$ cat src/rtl/assert_macros.svh
// Assertion macros shared by the RTL of the interpolation stepper.
// Depends on nothing; users must have signals named clk and rst_n in scope.
`ifndef ASSERT_MACROS_SVH
`define ASSERT_MACROS_SVH

// Same-cycle implication, checked out of reset.
`define ASSERT_SAME(lbl, ante, cons, msg) \
    lbl: assert property (@(posedge clk) disable iff (!rst_n) (ante) |-> (cons)) \
        else $error(msg);

// Next-cycle implication, checked out of reset.
`define ASSERT_NEXT(lbl, ante, cons, msg) \
    lbl: assert property (@(posedge clk) disable iff (!rst_n) (ante) |=> (cons)) \
        else $error(msg);

`endif

$ cat src/rtl/ilis_pkg.sv
// Package for the integer linear interpolation stepper: shared constants and types.
// Depends on nothing; used by the interfaces, the divider and the top level.
package ilis_pkg;

    localparam int COORD_BITS_DEF = 16;
    localparam int VALUE_BITS     = 32;

    // Function codes of a command word.
    localparam logic FUNC_START = 1'b0;
    localparam logic FUNC_STEP  = 1'b1;

    // Status of the shared serial divider.
    typedef struct packed {
        logic busy;
        logic done;
    } div_stat_t;

endpackage

$ cat src/rtl/ilis_if.sv
// Valid/ready channels of the interpolation stepper: command words in, result words out.
// Depends on ilis_pkg.
interface ilis_cmd_if #(
    parameter int COORD_BITS = ilis_pkg::COORD_BITS_DEF
);
    logic                         valid;
    logic                         ready;
    logic                         func;
    logic signed [COORD_BITS-1:0] span_start;
    logic signed [COORD_BITS-1:0] first_pos;
    logic signed [COORD_BITS-1:0] span_end;
    logic signed [COORD_BITS-1:0] value_start;
    logic signed [COORD_BITS-1:0] value_end;

    modport source (
        output valid, func, span_start, first_pos, span_end, value_start, value_end,
        input  ready
    );
    modport sink (
        input  valid, func, span_start, first_pos, span_end, value_start, value_end,
        output ready
    );
endinterface

interface ilis_res_if;
    logic                                    valid;
    logic                                    ready;
    logic signed [ilis_pkg::VALUE_BITS-1:0]  value;

    modport source (output valid, value, input ready);
    modport sink   (input valid, value, output ready);
endinterface

$ cat src/rtl/ilis_div.sv
// Radix-2 restoring divider, one quotient bit per cycle, for the interpolation stepper.
// Depends on ilis_pkg (div_stat_t).
module ilis_div #(
    parameter int DW = 35,
    parameter int VW = 17,
    parameter int CW = $clog2(DW + 1)
) (
    input  logic                clk,
    input  logic                rst_n,
    input  logic                start,
    input  logic [CW-1:0]       nbits,
    input  logic [DW-1:0]       dividend,
    input  logic [VW-1:0]       divisor,
    output ilis_pkg::div_stat_t stat,
    output logic [DW-1:0]       quot,
    output logic [VW-1:0]       rem
);

    logic [DW-1:0] quo_reg, quo_next;
    logic [VW-1:0] rem_reg, rem_next;
    logic [VW-1:0] dvs_reg, dvs_next;
    logic [CW-1:0] cnt_reg, cnt_next;
    logic          busy_reg, busy_next;
    logic          done_reg, done_next;
    logic [VW+1:0] trial;
    logic          fits;

    // Shift the next dividend bit into the partial remainder and try the subtract.
    assign trial = {1'b0, rem_reg, quo_reg[DW-1]} - {2'b0, dvs_reg};
    assign fits  = ~trial[VW+1];

    always_comb
    begin
        quo_next  = quo_reg;
        rem_next  = rem_reg;
        dvs_next  = dvs_reg;
        cnt_next  = cnt_reg;
        busy_next = busy_reg;
        done_next = 1'b0;
        if (start)
        begin
            quo_next  = dividend;
            rem_next  = '0;
            dvs_next  = divisor;
            cnt_next  = nbits;
            busy_next = 1'b1;
        end
        else if (busy_reg)
        begin
            quo_next = {quo_reg[DW-2:0], fits};
            rem_next = fits ? trial[VW-1:0] : {rem_reg[VW-2:0], quo_reg[DW-1]};
            cnt_next = cnt_reg - 1'b1;
            if (cnt_reg == CW'(1))
            begin
                busy_next = 1'b0;
                done_next = 1'b1;
            end
        end
    end

    always_ff @(posedge clk or negedge rst_n)
    begin
        if (!rst_n)
        begin
            cnt_reg  <= '0;
            busy_reg <= 1'b0;
            done_reg <= 1'b0;
        end
        else
        begin
            cnt_reg  <= cnt_next;
            busy_reg <= busy_next;
            done_reg <= done_next;
        end
    end

    always_ff @(posedge clk)
    begin
        quo_reg <= quo_next;
        rem_reg <= rem_next;
        dvs_reg <= dvs_next;
    end

    assign stat.busy = busy_reg;
    assign stat.done = done_reg;
    assign quot      = quo_reg;
    assign rem       = rem_reg;

endmodule

$ cat src/rtl/integer_linear_interpolation_stepper_top.sv
// Integer linear interpolation stepper, top level. N = COORD_BITS.
// Start word: after acceptance, busy through a shift-add multiply over N+2 multiplier bits,
//   the divider load, a serial divide of 2N+3 quotient bits and completion; no result.
// Step word: result without a divide when there is no carry, after a serial divide of N+2
//   quotient bits when the remainder reaches the span length; one word in flight at a time.
// Reset (rst_n, async, active low): value, remainder and span state cleared, channels idle.
`include "assert_macros.svh"

module integer_linear_interpolation_stepper_top #(
    parameter int COORD_BITS = ilis_pkg::COORD_BITS_DEF
) (
    input  logic      clk,
    input  logic      rst_n,
    ilis_cmd_if.sink  cmd,
    ilis_res_if.source res
);

    localparam int N  = COORD_BITS;
    localparam int VB = ilis_pkg::VALUE_BITS;
    localparam int PW = 2 * N + 3;          // |offset| * |value delta|
    localparam int VW = N + 1;              // span length, value delta
    localparam int RW = N + 4;              // running remainder
    localparam int CW = $clog2(PW + 1);

    typedef enum logic [5:0] {
        S_IDLE  = 6'b000001,
        S_CHK   = 6'b000010,
        S_MUL   = 6'b000100,
        S_LDIV  = 6'b001000,
        S_DIV   = 6'b010000,
        S_WRITE = 6'b100000
    } state_t;

    state_t        state_reg, state_next;
    logic          is_step_reg, is_step_next;
    logic [VB-1:0] value_reg, value_next;
    logic          sign_reg, sign_next;
    logic [VW-1:0] vdelta_reg, vdelta_next;
    logic [VW-1:0] slen_reg, slen_next;
    logic [RW-1:0] srem_reg, srem_next;
    logic [N-1:0]  dval_reg, dval_next;
    logic          qneg_reg, qneg_next;
    logic          offneg_reg, offneg_next;
    logic [PW-1:0] mcand_reg, mcand_next;
    logic [N+1:0]  mplier_reg, mplier_next;
    logic [PW-1:0] acc_reg, acc_next;
    logic [CW-1:0] cnt_reg, cnt_next;
    logic [VB-1:0] rslt_reg, rslt_next;
    logic [VB-1:0] oval_reg, oval_next;
    logic          ovalid_reg, ovalid_next;

    // Span geometry of the incoming word.
    logic [N+1:0]  off;
    logic [N+1:0]  aoff;
    logic [N:0]    dv, dp, adv, adp;

    // Shared divider.
    logic                div_start;
    logic [CW-1:0]       div_nbits;
    logic [PW-1:0]       div_dividend;
    logic [VW-1:0]       div_divisor;
    ilis_pkg::div_stat_t div_stat;
    logic [PW-1:0]       div_quot;
    logic [VW-1:0]       div_rem;
    logic [PW+VB-1:0]    quot_ext;
    logic [VB-1:0]       q32;
    logic [VB-1:0]       dext;
    logic                carry_due;

    // offset = b - 1 - a, value delta = f - d, span delta = c - a, then magnitudes.
    assign off  = {{2{cmd.first_pos[N-1]}}, cmd.first_pos}
                - {{2{cmd.span_start[N-1]}}, cmd.span_start} - (N+2)'(1);
    assign dv   = {cmd.value_end[N-1], cmd.value_end} - {cmd.value_start[N-1], cmd.value_start};
    assign dp   = {cmd.span_end[N-1], cmd.span_end} - {cmd.span_start[N-1], cmd.span_start};
    assign aoff = off[N+1] ? -off : off;
    assign adv  = dv[N] ? -dv : dv;
    assign adp  = dp[N] ? -dp : dp;

    // Low 32 bits of the quotient, whether it is wider or narrower than 32.
    assign quot_ext = {{VB{1'b0}}, div_quot};
    assign q32      = quot_ext[VB-1:0];
    assign dext     = {{(VB-N){dval_reg[N-1]}}, dval_reg};

    // A step carries when the remainder has reached the span length.
    assign carry_due = $signed(srem_reg) >= $signed({3'b000, slen_reg});

    assign div_start    = (state_reg == S_LDIV)
                       || ((state_reg == S_CHK) && (slen_reg != '0) && carry_due);
    assign div_nbits    = is_step_reg ? CW'(N + 2) : CW'(PW);
    assign div_dividend = is_step_reg ? {srem_reg[N+1:0], {(N+1){1'b0}}} : acc_reg;
    assign div_divisor  = (slen_reg == '0) ? VW'(1) : slen_reg;

    ilis_div #(
        .DW (PW),
        .VW (VW),
        .CW (CW)
    ) u_div (
        .clk      (clk),
        .rst_n    (rst_n),
        .start    (div_start),
        .nbits    (div_nbits),
        .dividend (div_dividend),
        .divisor  (div_divisor),
        .stat     (div_stat),
        .quot     (div_quot),
        .rem      (div_rem)
    );

    always_comb
    begin
        state_next   = state_reg;
        is_step_next = is_step_reg;
        value_next   = value_reg;
        sign_next    = sign_reg;
        vdelta_next  = vdelta_reg;
        slen_next    = slen_reg;
        srem_next    = srem_reg;
        dval_next    = dval_reg;
        qneg_next    = qneg_reg;
        offneg_next  = offneg_reg;
        mcand_next   = mcand_reg;
        mplier_next  = mplier_reg;
        acc_next     = acc_reg;
        cnt_next     = cnt_reg;
        rslt_next    = rslt_reg;
        oval_next    = oval_reg;
        ovalid_next  = ovalid_reg;

        // Drop the output word once the sink takes it.
        if (ovalid_reg && res.ready)
        begin
            ovalid_next = 1'b0;
        end

        unique case (state_reg)
            S_IDLE:
            begin
                if (cmd.valid)
                begin
                    if (cmd.func == ilis_pkg::FUNC_START)
                    begin
                        // Load span state and arm the shift-add multiplier.
                        mcand_next   = {{(PW-N-1){1'b0}}, adv};
                        mplier_next  = aoff;
                        acc_next     = '0;
                        cnt_next     = CW'(N + 2);
                        slen_next    = adp;
                        vdelta_next  = adv;
                        sign_next    = dv[N] ^ dp[N];
                        qneg_next    = off[N+1] ^ dv[N] ^ dp[N];
                        offneg_next  = off[N+1];
                        dval_next    = cmd.value_start;
                        is_step_next = 1'b0;
                        state_next   = S_MUL;
                    end
                    else
                    begin
                        // Advance the position: accumulate the value delta.
                        srem_next    = srem_reg + {3'b000, vdelta_reg};
                        is_step_next = 1'b1;
                        state_next   = S_CHK;
                    end
                end
            end
            S_CHK:
            begin
                if (slen_reg == '0)
                begin
                    rslt_next  = '0;
                    state_next = S_WRITE;
                end
                else if (carry_due)
                begin
                    state_next = S_DIV;
                end
                else
                begin
                    rslt_next  = value_reg;
                    state_next = S_WRITE;
                end
            end
            S_MUL:
            begin
                if (mplier_reg[0])
                begin
                    acc_next = acc_reg + mcand_reg;
                end
                mcand_next  = {mcand_reg[PW-2:0], 1'b0};
                mplier_next = {1'b0, mplier_reg[N+1:1]};
                cnt_next    = cnt_reg - 1'b1;
                if (cnt_reg == CW'(1))
                begin
                    state_next = S_LDIV;
                end
            end
            S_LDIV:
            begin
                state_next = S_DIV;
            end
            S_DIV:
            begin
                if (div_stat.done)
                begin
                    if (is_step_reg)
                    begin
                        // Take all whole span lengths out of the remainder at once.
                        value_next = sign_reg ? value_reg - q32 : value_reg + q32;
                        rslt_next  = sign_reg ? value_reg - q32 : value_reg + q32;
                        srem_next  = {3'b000, div_rem};
                        state_next = S_WRITE;
                    end
                    else
                    begin
                        // Signed quotient plus the start value; remainder follows the offset.
                        value_next = dext + (qneg_reg ? -q32 : q32);
                        srem_next  = offneg_reg ? -{3'b000, div_rem} : {3'b000, div_rem};
                        state_next = S_IDLE;
                    end
                end
            end
            S_WRITE:
            begin
                // Hold the result until the output register is free.
                if (!ovalid_reg || res.ready)
                begin
                    oval_next   = rslt_reg;
                    ovalid_next = 1'b1;
                    state_next  = S_IDLE;
                end
            end
            default:
            begin
                state_next = S_IDLE;
            end
        endcase
    end

    always_ff @(posedge clk or negedge rst_n)
    begin
        if (!rst_n)
        begin
            state_reg   <= S_IDLE;
            is_step_reg <= 1'b0;
            value_reg   <= '0;
            sign_reg    <= 1'b0;
            vdelta_reg  <= '0;
            slen_reg    <= '0;
            srem_reg    <= '0;
            cnt_reg     <= '0;
            ovalid_reg  <= 1'b0;
        end
        else
        begin
            state_reg   <= state_next;
            is_step_reg <= is_step_next;
            value_reg   <= value_next;
            sign_reg    <= sign_next;
            vdelta_reg  <= vdelta_next;
            slen_reg    <= slen_next;
            srem_reg    <= srem_next;
            cnt_reg     <= cnt_next;
            ovalid_reg  <= ovalid_next;
        end
    end

    always_ff @(posedge clk)
    begin
        dval_reg   <= dval_next;
        qneg_reg   <= qneg_next;
        offneg_reg <= offneg_next;
        mcand_reg  <= mcand_next;
        mplier_reg <= mplier_next;
        acc_reg    <= acc_next;
        rslt_reg   <= rslt_next;
        oval_reg   <= oval_next;
    end

    assign cmd.ready = (state_reg == S_IDLE);
    assign res.valid = ovalid_reg;
    assign res.value = oval_reg;

    `ASSERT_SAME(a_ready_div_idle, cmd.ready, !div_stat.busy && !div_stat.done,
                 "divider active while accepting a word")
    `ASSERT_SAME(a_done_in_div, div_stat.done, state_reg == S_DIV,
                 "divider finished outside the divide state")
    `ASSERT_NEXT(a_start_no_result,
                 cmd.valid && cmd.ready && (cmd.func == ilis_pkg::FUNC_START),
                 state_reg == S_MUL, "start word did not enter the multiply")
    `ASSERT_NEXT(a_write_loads, (state_reg == S_WRITE) && (!ovalid_reg || res.ready),
                 ovalid_reg && (state_reg == S_IDLE), "pending result not loaded")

endmodule

$ cat src/flat_wrapper.sv
// flat-port wrapper written by rule: the top's interface ports become plain ports
module integer_linear_interpolation_stepper_top_flat 
#(
    parameter int COORD_BITS = ilis_pkg::COORD_BITS_DEF
)
  (clk, rst_n, cmd_valid, cmd_func, cmd_span_start, cmd_first_pos, cmd_span_end, cmd_value_start, cmd_value_end, cmd_ready, res_valid, res_value, res_ready);
  ilis_cmd_if #(.COORD_BITS(COORD_BITS)) cmd_i ();
  ilis_res_if res_i ();
  input  logic clk;
  input  logic rst_n;
  input wire logic [$bits(cmd_i.valid)-1:0] cmd_valid;
  input wire logic [$bits(cmd_i.func)-1:0] cmd_func;
  input wire logic [$bits(cmd_i.span_start)-1:0] cmd_span_start;
  input wire logic [$bits(cmd_i.first_pos)-1:0] cmd_first_pos;
  input wire logic [$bits(cmd_i.span_end)-1:0] cmd_span_end;
  input wire logic [$bits(cmd_i.value_start)-1:0] cmd_value_start;
  input wire logic [$bits(cmd_i.value_end)-1:0] cmd_value_end;
  output wire logic [$bits(cmd_i.ready)-1:0] cmd_ready;
  output wire logic [$bits(res_i.valid)-1:0] res_valid;
  output wire logic [$bits(res_i.value)-1:0] res_value;
  input wire logic [$bits(res_i.ready)-1:0] res_ready;
  assign cmd_i.valid = cmd_valid;
  assign cmd_i.func = cmd_func;
  assign cmd_i.span_start = cmd_span_start;
  assign cmd_i.first_pos = cmd_first_pos;
  assign cmd_i.span_end = cmd_span_end;
  assign cmd_i.value_start = cmd_value_start;
  assign cmd_i.value_end = cmd_value_end;
  assign cmd_ready = cmd_i.ready;
  assign res_valid = res_i.valid;
  assign res_value = res_i.value;
  assign res_i.ready = res_ready;
  integer_linear_interpolation_stepper_top #(.COORD_BITS(COORD_BITS)) u_core (.clk(clk), .rst_n(rst_n), .cmd(cmd_i), .res(res_i));
endmodule
$ cat config.mk
export PLATFORM = sky130hd
export DESIGN_NAME = integer_linear_interpolation_stepper_top_flat
export DESIGN_NICKNAME = d
export VERILOG_FILES = /design/src/rtl/ilis_pkg.sv /design/src/rtl/ilis_if.sv /design/src/rtl/ilis_div.sv /design/src/rtl/integer_linear_interpolation_stepper_top.sv /design/src/flat_wrapper.sv
export VERILOG_INCLUDE_DIRS = /design/src /design/src/rtl
export SDC_FILE = /design/constraint.sdc
export NUM_CORES = 1
export LEC_CHECK = 0
export BUFFER_PORTS_ARGS = -buffer_cell sky130_fd_sc_hd__buf_2
export CORE_MARGIN = 3
export CORE_UTILIZATION = 35
export DETAILED_ROUTE_END_ITERATION = 8
export MAX_ROUTING_LAYER = met4
export SYNTH_ARGS = -nofsm -noshare
export SYNTH_HDL_FRONTEND = slang
export SYNTH_SLANG_ARGS = --single-unit
$ cat constraint.sdc
create_clock -name clk -period 6.9 [get_ports clk]
set_input_delay 1.38 -clock clk [delete_from_list [all_inputs] [get_ports clk]]
set_output_delay 1.38 -clock clk [all_outputs]
set_load 0.005 [all_outputs]
Yosys cells after proc, flatten, opt, wreduce, memory -nomap -nowiden
Index checks and enable logic that the tools add are counted.

Register bits after elaboration: 348. Output and inout bits: 34.

Add/sub/neg operators: 17. Order comparisons: 1. Equality and inequality tests: 17. Mux-type cells: 56. Bitwise gates (word level): 5. Reductions and logical operators: 21.

Operator list (count): $mux 35 (8); $mux 32 (7); $pmux 35 s2 (2); $mux 20 (5); $mux 6 (12); $add 32x32->32 (2); $pmux 32 s2 (1); $mux 18 (3); $mux 17 (3); $sub 16x16->17 (3); $pmux 20 s2 (1); $pmux 18 s2 (1); $pmux 6 s6 (1); $add 35x35->35 (1); $neg 17->17 (2); $neg 32->32 (1); $sub 32x32->32 (1); $add 20x17->20 (1); $ge 20x18->1 (1); $neg 17->20 (1); $sub 18x17->19 (1); $eq 6x1->1 const B (3); $neg 18->18 (1); $sub 18x1->18 const B (1); 23 further kinds (54).

Logic depth before layout (Yosys ltp)
Gate-level depths: netlist (run 1).

Word-level depth: 7. Depth in mapped cells: 22. Depth with buffers taken out: 22.

Hierarchy
Synthesis (run 1) repeated with hierarchy kept, for this count alone.

Cells, all modules: 2860. Area total of the unflattened synthesis: 26225.2 um^2.

By module, submodules not included: integer_linear_interpolation_stepper_top (instances 1, cells an instance 2502, area each 22145.0 um^2, seq. area each 7633.6 um^2); ilis_div (instances 1, cells an instance 358, area each 4080.2 um^2, seq. area each 2102.0 um^2).

Least setup slack after synthesis (run 1)
No wires, ideal clock.

Path type: reg2reg. From: reg u_core.u_div.quo_reg[2], in the netlist u_core.u_div.quot[2]. To: reg u_core.rslt_reg[31], data pin. Library setup time: 293 ps. Arrival: 4888 ps. Required time: 6607 ps. Path slack: 1719 ps. Cell stages (with the launch flop): 21. Path buffers: 0. Cell sequence: edfxtp_1 or3_4 or3_4 or3_1 or3_1 or3_1 nor3_1 nor2_1 xnor2_1 ha_1 a21oi_1 o21ai_0 a2111oi_0 a31oi_1 a311o_1 a21oi_1 a21oi_1 a21o_1 a21oi_1 xnor2_1 o22ai_1.

Longest elaborated chain between the ends: 5.

RTL lines: start, declared (line ilis_div.sv:19) `logic [DW-1:0] quo_reg, quo_next;`; start signal, assigned (line ilis_div.sv:79) `quo_reg <= quo_next;`; $add 32x32->32 or $sub 32x32->32 (tied branches) (line integer_linear_interpolation_stepper_top.sv:208) `rslt_next = sign_reg ? value_reg - q32 : value_reg + q32;`; $mux 32 * (line integer_linear_interpolation_stepper_top.sv:208); $mux 32 * (line integer_linear_interpolation_stepper_top.sv:204) `if (is_step_reg)`; $mux 32 * (line integer_linear_interpolation_stepper_top.sv:202) `if (div_stat.done)`; $pmux 32 s2 * (line integer_linear_interpolation_stepper_top.sv:135) `unique case (state_reg)`; net u_core.rslt_next[31] (line integer_linear_interpolation_stepper_top.sv:48) `logic [VB-1:0] rslt_reg, rslt_next;`; end signal, assigned (line integer_linear_interpolation_stepper_top.sv:274) `rslt_reg <= rslt_next;`; end, declared (line integer_linear_interpolation_stepper_top.sv:48).

Mark *: on every way through the listed nets, which the timed path passes. The rest lies on a longest branch. The select of a mux whose other input is x is not followed. A chain may end at the register's enable or synchronous reset.

Worst setup path after layout (run 1)
Ends and elaborated chain as after synthesis.

==> results of run 1 <==
metrics by stage:
step	total power (uW)	cell area [um2]	worst slack [ns]
CTS	4940	28300	1.15
floorplan	2730	25500	1.72
finish	4870	28300	1.12
global placement	2900	27100	1.27
global route	5090	28300	0.748
detailed placement	2910	27100	1.18
report_power, final:
| group | internal [uW] | leakage, uW | switching [uW] |
|---|---|---|---|
| Combinational | 244 | 0.00773 | 376 |
| Sequential | 2230 | 0.00338 | 13.5 |
| Clock | 1130 | 0.000600 | 885 |
| Total | 3600 | 0.0117 | 1270 |
worst paths after layout:
check,end,cells past startpoint,slack [ns]
setup / recovery,u_core.rslt_reg[31],20,1.12
hold / removal,u_core.res.value[22],0,0.40
setup reg to reg,u_core.rslt_reg[31],20,1.12
hold reg to reg,u_core.res.value[22],0,0.40
max in group asynchronous,u_core.slen_reg[11],2,5.06
min in group asynchronous,u_core.value_reg[14],1,0.73
logic make-up after synthesis:
kind of cell | after synthesis
mux | 46
simple gates | 907
compound gates | 784
fa+ha+maj | 213
buf+inv | 266
xor+xnor | 276
other cells | 1
flops | 348
per-layer routing:
metal	vias up	global-route usage, %
li1	10400	-
met1	9390	23.4
met2	338	26.1
met3	79	1.81
met4	0	4.71
met5	-	-
worst register-to-register path, stage by stage, from the launching register on:
cell       delay (ns)
edfxtp_1         0.49
or3_4            0.44
or3_4            0.37
or3_1            0.37
or3_1            0.37
or3_1            0.37
nor3_1           0.19
nor2_1           0.08
xnor2_1          0.16
ha_1             0.34
a21oi_1          0.17
o21ai_0          0.14
a2111oi_0        0.40
a31oi_1          0.22
a311o_1          0.42
a21oi_1          0.18
a21oi_1          0.12
a21o_1           0.19
a21oi_1          0.19
xnor2_1          0.18
o22ai_1          0.12
placed cells by master, fill, tap and decap left out, types with 10 or more instances in the layout:
cell type	count
o22ai_1	28
nand3_1	46
clkbuf_1	11
buf_2	117
nor2_1	253
a21o_1	61
or3_1	26
dfrtp_1	107
dfxtp_1	17
xnor2_1	194
nand2b_1	32
o211ai_1	12
a21boi_0	11
and2_1	37
nor3_1	59
inv_1	147
clkbuf_16	41
nor3b_1	11
a21oi_1	228
a31oi_1	29
o21ai_0	219
and3_1	21
edfxtp_1	222
mux2_2	19
nand3b_1	11
mux2i_1	27
o31ai_1	18
a211oi_1	20
xor2_1	82
o21bai_1	21
a31o_2	11
nand2_1	286
nor4_1	19
nand4_1	18
nor2b_1	46
a22o_1	10
ha_1	205
buf_4	27
o21a_1	31
final cells by class:
| type | instances | area [um2] |
|---|---|---|
| Clock buffer | 54 | 1090 |
| Clock inverter | 22 | 131 |
| Fill cell | 7325 | 43500 |
| Inverter | 148 | 556 |
| Multi-Input combinational cell | 2227 | 14800 |
| Sequential cell | 348 | 9740 |
| Tap cell | 950 | 1190 |
| Timing Repair Buffer | 144 | 788 |
==> results.cfg, run 1 <==
[clock_tree]
cts.hold.buffers_added = 0
cts.clk_slew.worst_paths_ns = 0.06
worstSkewPairLatency_ns = 0.57
h-tree-depth = 2
tritoncts = done
cts_inserted_buffers = 41
ctsResizeCount = 0
root_buffer = clkbuf_16
cts_setup_buffers = 0
cts_buffer_depth = 3
cts.sinks = 348

[sta]
fmaxAchievable_mhz = 173
hold_viol_final = 0
slew_viol_final = 0
skew_ns = 0.0296
slew_headroom_pct = 27.8
finalCritPeriodShare_pct = 83.8
setup_tns_ns = 0
worstMarginPinSlew_ns = 1.08
setup_viol = 0
rsz0062_at_grt = false
whs_ns = 0.399
min_period_ns = 5.78

[setup_path]
critPathMostFrequentCell = a21oi_1
critical-path-top-delay-family = simple AND/OR/NAND/NOR gates
crit_fanout = 5
critPathBufInv = 0
endpoint_kind = flop
cp_data_required_time_ns = 7.18
cp-start-kind = flop
critPathLaunch = u_core.u_div.quot[2]
slowest_delay_ns = 0.49
worstSetupPathType = reg -> reg
r2r-start = u_core.u_div.quot[2]
critPathArrivalTime_ns = 6.06
cp_cell_sequence = or3_4 -> or3_4 -> or3_1 -> or3_1 -> or3_1 -> nor3_1 -> nor2_1 -> xnor2_1 -> ha_1 -> a21oi_1 -> o21ai_0 -> a2111oi_0 -> a31oi_1 -> a311o_1 -> a21oi_1 -> a21oi_1 -> a21o_1 -> a21oi_1 -> xnor2_1 -> o22ai_1
slowest_stage = edfxtp_1

[synthesis]
synth_ff_type = edfxtp_1
ys_seq_elements = 348
synth_warnings = 0
yosysTopAreaCell = edfxtp_1
synth_xor_area_share_pct = 9.48
synthMuxAreaShare_pct = 1.90
yosysMostFrequentCell = nand2_1
synth_edf_count = 222
synth.distinct_cells = 86
yosys.area_share.simple_pct = 16.9
avgSynthCellArea_um2 = 8.98
synth_cells = 2841
synth-compound-area-share_pct = 18.9
synthesis.area_um2 = 25500
netlist.area_leader.share_pct = 26.1
synthesis.nets = 3139
synth-adder-area-share_pct = 10.7
synth_top_family_by_area = compound AO/OA/AOI/OAI gates
synthTopCellsByArea = edfxtp_1, dfrtp_1, ha_1
ys_seq_area_share_pct = 38.2
ys_top_cells_by_count = nand2_1, nor2_1, a21oi_1
async_flop_share_pct = 31.3

[final_layout]
area_delta_synth_final_pct = 11.0
fin_util_pct = 39.4
fin_cells = 3893
final_nets = 3208
antenna-diode-count = 0
drive_above_1_share_pct = 8.83

[drt]
routed_wl_um = 63300
top_layer_used = met4
wl_met2_um = 28400
drtAntennaViolNets = 0
drtIter0Drc = 1236
wl_per_cell_um = 16.3
post-route-drc-count = 0
dr_wl_met3_um = 2180
viasPerCell = 5.18
vias = 20200
dr.pass1.iters = 5
met1_length_um = 31200

[global_route]
grt_antenna_before_repair = 1
grt_pass1_vias = 18500
grt_usage_pct = 16.8
grt_max_degree = 75
grt_pass1_wl_um = 101000
globalRoute.totalOverflow = 0

[floorplan]
ioPinCount = 119
fp.dieW_um = 276
die_h_um = 276
placementRows = 98
initial_core_util_pct = 35.5
core_um2 = 71900
die-area_um2 = 76200

[run]
cap_violations = 0

[place]
dpl.cell_count = 3817
port_buffers = 118
hpwlAfterDp_um = 48000
gp_congestion = 0.873

[worst_hold_path]
worstHoldPathType = reg -> reg
holdCritStartpoint = u_core.rslt_reg[22]

[pwr]
irDropWorstVdd_v = 0.000152
p_leak_uw = 0.0117
p_per_area_nw_per_um2 = 172

[status]
status = finished, final reports clean
(Power assumes the default switching activity.)
==> inputs of run 2 (changes only) <==
==> constraint.sdc (replaced) <==
create_clock -name clk -period 6 [get_ports clk]
set_input_delay 1.2 -clock clk [delete_from_list [all_inputs] [get_ports clk]]
set_output_delay 1.2 -clock clk [all_outputs]
set_load 0.005 [all_outputs]
==> results.cfg, run 2 (same netlist as run 1, synthesis figures left out) <==
[status]
status = finished, final reports clean

[sta]
setup_viol = 0
slew_headroom_pct = 24.6
finalCritPeriodShare_pct = 93.8
slew_viol_final = 0
hold_viol_final = 0
worstMarginPinSlew_ns = 1.13
min_period_ns = 5.63
skew_ns = 0.0382
rsz0062_at_grt = false
setup_tns_ns = 0
worst_slack_ns = 0.373
fmaxAchievable_mhz = 178

[pwr]
p_per_area_nw_per_um2 = 205
p_leak_uw = 0.0118
irDropWorstVdd_v = 0.000170

[place]
dp_slack_ns = 0.344
hpwlAfterDp_um = 47900
port_buffers = 118
gp_congestion = 0.878
dpl.cell_count = 3822

[global_route]
grt_usage_pct = 16.8
grt_max_degree = 79
grt_pass1_vias = 18600
grt_antenna_before_repair = 2
globalRoute.totalOverflow = 0
grt_pass1_wl_um = 101000

[clock_tree]
cts.clk_slew.worst_paths_ns = 0.06
cts.hold.buffers_added = 0
root_buffer = clkbuf_16
tritoncts = done
cts_buffer_depth = 3
cts_inserted_buffers = 41
worstSkewPairLatency_ns = 0.60
cts.sinks = 348
h-tree-depth = 2

[final_layout]
antenna-diode-count = 0
layout_commonest_cell = nand2_1
final_cell_mix = nand2_1, nor2_1, a21oi_1, edfxtp_1, o21ai_0
drive_above_1_share_pct = 9.16
area_delta_synth_final_pct = 11.6
fin_cells = 3899
final_nets = 3214

[drt]
wl_per_cell_um = 16.3
drtAntennaViolNets = 0
post-route-drc-count = 0
viasPerCell = 5.18
routed_wl_um = 63400
drtIter0Drc = 1394
dr.pass1.iters = 5
vias = 20200

[setup_path]
cp-start-kind = flop
cp_data_required_time_ns = 6.30
crit_fanout = 5
critPathArrivalTime_ns = 5.93
critPathMostFrequentCell = a21oi_1
r2r_setup_slack_ns = 0.37
critPathBufInv = 0
endpoint_kind = flop
critical-path-top-delay-family = simple AND/OR/NAND/NOR gates
cp_cell_sequence = or3_4 -> or3_4 -> or3_1 -> or3_1 -> or3_1 -> nor3_1 -> nor2_1 -> xnor2_1 -> ha_1 -> a21oi_1 -> o21ai_0 -> a2111oi_1 -> a31oi_1 -> a311o_1 -> a21oi_1 -> a21oi_1 -> a21o_1 -> a21oi_1 -> xnor2_1 -> o22ai_1
slowest_delay_ns = 0.46
slowest_stage = edfxtp_1
worstSetupPathType = reg -> reg

[floorplan]
initial_core_util_pct = 35.5
core_um2 = 71900
ioPinCount = 119
placementRows = 98
die-area_um2 = 76200
fp.dieW_um = 276
die_h_um = 276

[run]
cap_violations = 0

[worst_hold_path]
worstHoldPathType = reg -> reg
[run 2: report_power, final]
group,switching (uW),internal (uW),leakage [uW],total [uW]
Combinational,447,285,0.00776,732
Sequential,14.5,2560,0.00338,2570
Clock,1090,1430,0.000652,2520
Total,1550,4280,0.0118,5830
[run 2: what timing repair did]
| action | in CTS | in global routing |
|---|---|---|
| setup endpoints to repair | 0 | 1 |
| setup buffers | 0 | 1 |
| resized for setup | 0 | 1 |
[run 2: layout make-up]
cell class / count / area [um2]
clock buffer: 50 / 1080
clock inverter: 26 / 267
fill: 7329 / 43400
inverter: 148 / 556
multi-input combinational: 2227 / 14800
sequential: 348 / 9740
tap: 950 / 1190
timing repair buffer: 150 / 833
[run 2: per-layer routing]
layer	routed length, um	vias up	part of all wire (%)	track usage (%)
met5	0	-	0	-
met4	1330	0	2.1	3.98
met3	2380	84	3.8	1.77
met2	28600	350	45	26.3
met1	31100	9420	49	23.3
li1	-	10300	-	-
[run 2: worst paths after layout]
kind                            depth (start not counted)                 start                    to
worst max-delay path                                   20  u_core.u_div.quot[0]   u_core.rslt_reg[31]
worst min-delay path                                    0   u_core.rslt_reg[25]  u_core.res.value[25]
worst max register to register                         20  u_core.u_div.quot[0]   u_core.rslt_reg[31]
worst min register to register                          0   u_core.rslt_reg[25]  u_core.res.value[25]
max in group asynchronous                               2                 rst_n   u_core.slen_reg[14]
min in group asynchronous                               1                 rst_n  u_core.value_reg[15]
[run 2: worst reg2reg max path, stage by stage (launching register included)]
cell	delay [ns]
edfxtp_1	0.46
or3_4	0.37
or3_4	0.36
or3_1	0.36
or3_1	0.36
or3_1	0.36
nor3_1	0.20
nor2_1	0.08
xnor2_1	0.16
ha_1	0.35
a21oi_1	0.15
o21ai_0	0.14
a2111oi_1	0.41
a31oi_1	0.21
a311o_1	0.41
a21oi_1	0.18
a21oi_1	0.12
a21o_1	0.18
a21oi_1	0.17
xnor2_1	0.19
o22ai_1	0.11
[run 2: through the flow]
stage	util (%)	instance area, um2	total power [uW]	hold WS (ns)
6_report	39.6	28500	5830	0.417
5_1_grt	39.6	28500	6060	0.423
4_1_cts	39.6	28500	5900	0.418
3_5_place_dp	37.7	27100	3360	0.405
3_3_place_gp	37.7	27100	3360	0.402
2_1_floorplan	-	25500	3130	0.400
